**src/wsf_pkg.sv**
```systemverilog
package wsf_pkg;

   // defaults for the top level parameters
   localparam int MAX_WIDTH_DEFAULT  = 1024;
   localparam int PIXEL_BITS_DEFAULT = 14;

   // width register
   localparam int CFG_BITS       = 11;
   localparam int WIDTH_MIN      = 3;
   localparam int WIDTH_AT_RESET = 1024;

   // filter arithmetic
   localparam int CENTER_WEIGHT = 2;
   localparam int DIVISOR       = 10;

   // window control from the top level stage flow logic
   typedef struct packed {
      logic clear;     // drop both stored columns
      logic shift;     // move the current column into the window
      logic load_sum;  // register the weighted sum
   } win_ctrl_type;

endpackage

```
**src/wsf_window.sv**
```systemverilog
module wsf_window #(
   parameter int PIXEL_BITS = wsf_pkg::PIXEL_BITS_DEFAULT,
   parameter int SUM_BITS   = wsf_pkg::PIXEL_BITS_DEFAULT + 4
) (
   input  logic                 clock,
   input  logic                 reset,
   input  wsf_pkg::win_ctrl_type ctrl,
   input  logic [PIXEL_BITS-1:0] up,
   input  logic [PIXEL_BITS-1:0] mid,
   input  logic [PIXEL_BITS-1:0] cur,
   output logic [SUM_BITS-1:0]   sum
);

   // oldest column and previous column of the 3x3 window
   logic [PIXEL_BITS-1:0] old_up_ff, old_mid_ff, old_cur_ff;
   logic [PIXEL_BITS-1:0] prv_up_ff, prv_mid_ff, prv_cur_ff;
   logic [SUM_BITS-1:0]   sum_ff;
   logic [SUM_BITS-1:0]   sum_in;

   // weighted sum, center of the window counted twice
   always_comb begin
      sum_in = SUM_BITS'(old_up_ff) + SUM_BITS'(old_mid_ff) + SUM_BITS'(old_cur_ff)
             + SUM_BITS'(prv_up_ff) + SUM_BITS'(prv_cur_ff)
             + SUM_BITS'(wsf_pkg::CENTER_WEIGHT) * SUM_BITS'(prv_mid_ff)
             + SUM_BITS'(up) + SUM_BITS'(mid) + SUM_BITS'(cur);
   end

   // column shift register
   always_ff @(posedge clock) begin
      if (reset || ctrl.clear) begin
         old_up_ff  <= '0;
         old_mid_ff <= '0;
         old_cur_ff <= '0;
         prv_up_ff  <= '0;
         prv_mid_ff <= '0;
         prv_cur_ff <= '0;
      end else if (ctrl.shift) begin
         old_up_ff  <= prv_up_ff;
         old_mid_ff <= prv_mid_ff;
         old_cur_ff <= prv_cur_ff;
         prv_up_ff  <= up;
         prv_mid_ff <= mid;
         prv_cur_ff <= cur;
      end
   end

   // sum stage register
   always_ff @(posedge clock) begin
      if (ctrl.load_sum) begin
         sum_ff <= sum_in;
      end
   end

   assign sum = sum_ff;

endmodule

```
**config.mk**
```make
export PLATFORM = sky130hd
export DESIGN_NAME = wsf_window
export DESIGN_NICKNAME = d
export VERILOG_FILES = /design/src/wsf_pkg.sv /design/src/wsf_window.sv
export SDC_FILE = /design/constraint.sdc
export NUM_CORES = 1
export LEC_CHECK = 0
export BUFFER_PORTS_ARGS = -buffer_cell sky130_fd_sc_hd__buf_2
export CAP_MARGIN = 20
export CORE_ASPECT_RATIO = 0.8
export CORE_UTILIZATION = 40
export CTS_CLUSTER_SIZE = 12
export DETAILED_ROUTE_END_ITERATION = 8
export GPL_ROUTABILITY_DRIVEN = 1
export SLEW_MARGIN = 20
export SYNTH_ARGS = -nofsm -noshare
export SYNTH_HDL_FRONTEND = slang
export SYNTH_SLANG_ARGS = --single-unit
```
**constraint.sdc**
```tcl
create_clock -name clock -period 6.2 [get_ports clock]
set_input_delay 1.24 -clock clock [delete_from_list [all_inputs] [get_ports clock]]
set_output_delay 1.24 -clock clock [all_outputs]
set_load 0.02 [all_outputs]
```
==> results by stage <==
Clock tree:
- At the later pin of the worst-skew pair, clock insertion delay measures 0.35 ns.
- The count of buffers added by post-CTS timing repair for setup is 0.
- For this design, the sink count on the clock tree is 102.
- TritonCTS built the clock tree.
- The quantity of gates resized following cts is 0.
- The number of hold buffers added after CTS is 0.
- The clock transition at the register clock pins on the worst setup and hold paths after CTS is 0.07 ns.
- No sink is reached through more buffers than the 2 on the longest clock path.
- The H-tree generated during clock tree synthesis spans 3 levels.
- The root buffer cell is clkbuf_16.
- Counting the buffers created by CTS gives 9.

Worst hold path:
- The class of the tightest hold or removal check is reg -> reg.
- The hold-critical path depth is 2.
- The worst hold path begins at old_mid_ff[0].
- The end point of the most critical hold path is old_mid_ff[0].

Power:
- The relative contribution of sequential cells to total power is 0.348.
- For this design the static power due to leakage is 3.812 nW.
- Across the VDD grid, the largest voltage drop is 155.0 uV.
- Dividing total power by cell area gives a power density of 304.7 nW/um2.
- Of the total power, combinational logic draws 0.386.
- The net switching fraction of the power is 0.3539.
- The internal power consumption is 1.486 mW.
- The clock network fraction of design power is 0.266.
- The switching power summed over all nets is 814.2 uW.

Critical path:
- The longest individual stage delay on the worst path is 0.55 ns.
- The number of cells on the worst reg-to-reg path is 14.
- STA classifies the critical path endpoint as a register.
- Data on the critical path arrives at its endpoint at 5.10 ns.
- The worst setup path is launched from a primary input.
- Walking the worst path, the cells encountered are buf_2, inv_1, fa_1, inv_1, fa_1, fa_1, inv_1, fa_1, inv_1, ha_1, inv_1, fa_1, nor2b_1, o2111ai_1, a21boi_1, o41ai_2, xnor2_1.
- The worst register-to-register path begins at prv_up_ff[2].
- The internal reg-to-reg setup slack is 2.01 ns.
- The slowest stage of the critical path belongs to the cell fa_1.
- The peak fanout along the critical path is 3.
- STA puts the critical path data required time at 6.30 ns.
- The worst reg2reg path endpoint is sum[14].
- The setup path with the least slack is of type in -> reg.

Global routing:
- Entering global routing, the biggest net connects 85 pins.
- Global routing finished with a remaining overflow of 0.
- In the global route stage, overall resource usage came out at 0.1516.
- The via count of the first global-routing pass was 4,402.
- The global-route wire length before repair is 20,820 um.
- The number of antenna violations at the first check in global routing was 0.

Die:
- The die is 146.7 um wide.
- The die covers 17,280 um2.
- For this configuration, the core starts out at a cell density of 0.4174.
- The height of the chip is 117.8 um.
- In this run the core area contains 41 standard-cell rows.
- The total area inside the core boundary comes to 16,060 um2.
- During I/O placement, the number of pins put on the boundary was 65.

Drt:
- The number of design rule violations left after detail routing is 0.
- The total wire length after detailed routing is 11,460 um.
- The residual antenna-violating net count after detailed routing is 0.
- The average wire length per cell after detail routing is 12.68 um.
- In the routed layout, each cell is associated on average with a via count of 4.562.
- The pre-antenna-repair detailed-routing pass consisted of 4 iterations.
- The routed layout has 4,124 vias.
- The detailed router finished its first iteration with 83 violations.

Synth:
- In the synthesized netlist the async set-or-reset flop fraction comes to 0.
- The number of different library cells in the post-synthesis netlist is 38.
- The number of enable-type register cells in the synthesized netlist is 18.
- The number of nets produced by synthesis is 790.
- Yosys printed 0 warnings.
- After technology mapping, the gate count stands at 627.
- In the post-synthesis netlist, the biggest area contributors are fa_1 29%, dfxtp_1 25%, mux2i_1 13%.
- In the synthesized netlist the dominant register cell turns out to be dfxtp_1.
- Of the post-synthesis cell area, the dominant cell type holds 0.2867.
- After synthesis, the mean cell area works out to 10.69 um2.
- The post-synth design cell area is 6703 um2.
- The cell accounting for the most synthesized area is fa_1.
- After synthesis the netlist holds a flip-flop and latch count of 102.
- The part of the Yosys area used for sequential elements is 0.3315.
- The most common cell in the synthesized netlist is inv_1.
- Sorting the synthesized cells by how often they occur yields 144 x inv_1, 96 x fa_1, 92 x nor2_1.

Timing:
- Adding up every negative setup slack in the final design gives 0 ns.
- The final max-slew violation count is 0.
- The number of hold violations in the final report is 0.
- Setup violations remaining at the end of the flow were counted as 0.
- The period utilization is 0.8069.
- Hold timing on the final database bottoms out at a slack of 0.5005 ns.
- Derived from the worst setup path, the maximum achievable clock frequency is 0.1999 GHz.
- The worst max-slew margin expressed relative to the limit is 0.4197.
- The time the final worst path needs with I/O delays and setup is 5.003 ns.
- Setup repair after global routing left no endpoint under its margin.
- For the pin with the worst max-slew slack, the measured transition is 0.8704 ns.
- Between clock sinks in the finished design, the worst skew comes to 0.006294 ns.

Cells and area:
- The final layout contains 847 nets.
- Once layout is complete, the utilization of the core stands at 0.4701.
- In the final layout, the share of cells above drive strength 1 is 0.1292.
- Compared with the post-synthesis result, the final layout area differs by 12.62%.
- The total of fill cells in the finished design is 1,507.
- 0 antenna diodes ended up in the layout.

Placed design:
- The HPWL after detailed placement is 9001 um.
- Buffers placed on the I/O ports in this run total 64.
- The last weighted congestion value of the routability-driven placer is 0.7828.

Job:
- Max-cap violations in this run came to 0.

Status:
- The flow ran to the end, and the final reports show no timing, DRC or antenna violations.
-- cells by family (layout without fill, tap and decap cells) --
kind of cell | Yosys count | after routing | synth area share
AO/OA/AOI/OAI | 36 | 36 | 0.04125
XOR/XNOR | 10 | 10 | 0.01307
flip-flops | 102 | 102 | 0.3315
multiplexers | 85 | 85 | 0.1269
adder cells (fa/ha/maj) | 116 | 116 | 0.3241
buffers and inverters | 164 | 226 | 0.09371
AND/OR/NAND/NOR | 114 | 114 | 0.06945
-- metrics by stage --
step                      instance area, um2  power, mW  cells  worst slack [ns]
after detailed placement                7222      1.720    888            0.8158
after global routing                    7548      2.505    904            0.9454
after global placement                  7222      1.709    888            0.8795
after CTS                               7548      2.343    904             1.178
final                                   7548      2.300    904             1.197
after floorplan                         6703      1.497    627             1.187
-- final cells by class --
cell class,count,area (um2),share of cell area
clock buffers,11,264.0,0.03497
clock inverters,5,62.56,0.008288
inverters,144,540.5,0.07161
multi-input cells,361,3852,0.5104
flip-flops and latches,102,2222,0.2944
well taps,215,269.0,0.03564
repair buffers,66,337.8,0.04475
-- power groups by stage --
| stage | logic [mW] | registers [mW] | clock network (mW) |
|---|---|---|---|
| after floorplan | 0.622 | 0.875 | 0 |
| after global placement | 0.893 | 0.816 | 0 |
| after detailed placement | 0.903 | 0.817 | 0 |
| after CTS | 0.909 | 0.802 | 0.632 |
| after global routing | 1.04 | 0.807 | 0.661 |
| final | 0.888 | 0.801 | 0.611 |
-- layout by cell type, fill, tap and decap left out, types with 3 or more instances in the layout --
master | netlist | layout
nor2_1 | 92 | 92
dfxtp_1 | 84 | 84
inv_1 | 144 | 144
edfxtp_1 | 18 | 18
ha_1 | 20 | 20
a21oi_1 | 9 | 9
a21o_1 | 6 | 6
mux2i_1 | 85 | 85
o21ai_0 | 3 | 3
fa_1 | 96 | 96
xnor2_1 | 10 | 10
nor3_1 | 4 | 4
buf_2 | 10 | 63
buf_4 | 0 | 3
nand2_1 | 7 | 7
clkbuf_16 | 0 | 10
-- routing by layer --
layer  global-route usage  share of wire
met1               0.1925           0.47
met2               0.2530           0.48
met3              0.03566          0.035
met4              0.05078          0.016
met5                    0              0
-- state kept, by name (all words and copies together) (netlist names) --
signal	flops
sum	18
old_cur_ff	14
old_mid_ff	14
old_up_ff	14
prv_cur_ff	14
prv_mid_ff	14
prv_up_ff	14
-- worst max-delay path by stage --
stage           from       to  slack (ns)  cells past startpoint
2_1_floorplan  up[2]  sum[14]        1.19                     16
3_3_place_gp   up[2]  sum[14]        0.88                     17
3_5_place_dp   up[2]  sum[14]        0.82                     17
4_1_cts        up[2]  sum[14]        1.18                     17
5_1_grt        up[2]  sum[14]        0.95                     17
6_report       up[2]  sum[14]        1.20                     17
-- worst max-delay path, delay by kind of cell --
family / cells / cell delay (ns)
AO/OA/AOI/OAI: 3 / 0.52
XOR/XNOR: 1 / 0.13
adder cells (fa/ha/maj): 6 / 2.63
buffers and inverters: 6 / 0.40
AND/OR/NAND/NOR: 1 / 0.17
Note: power is estimated with default switching activity, not from simulation.
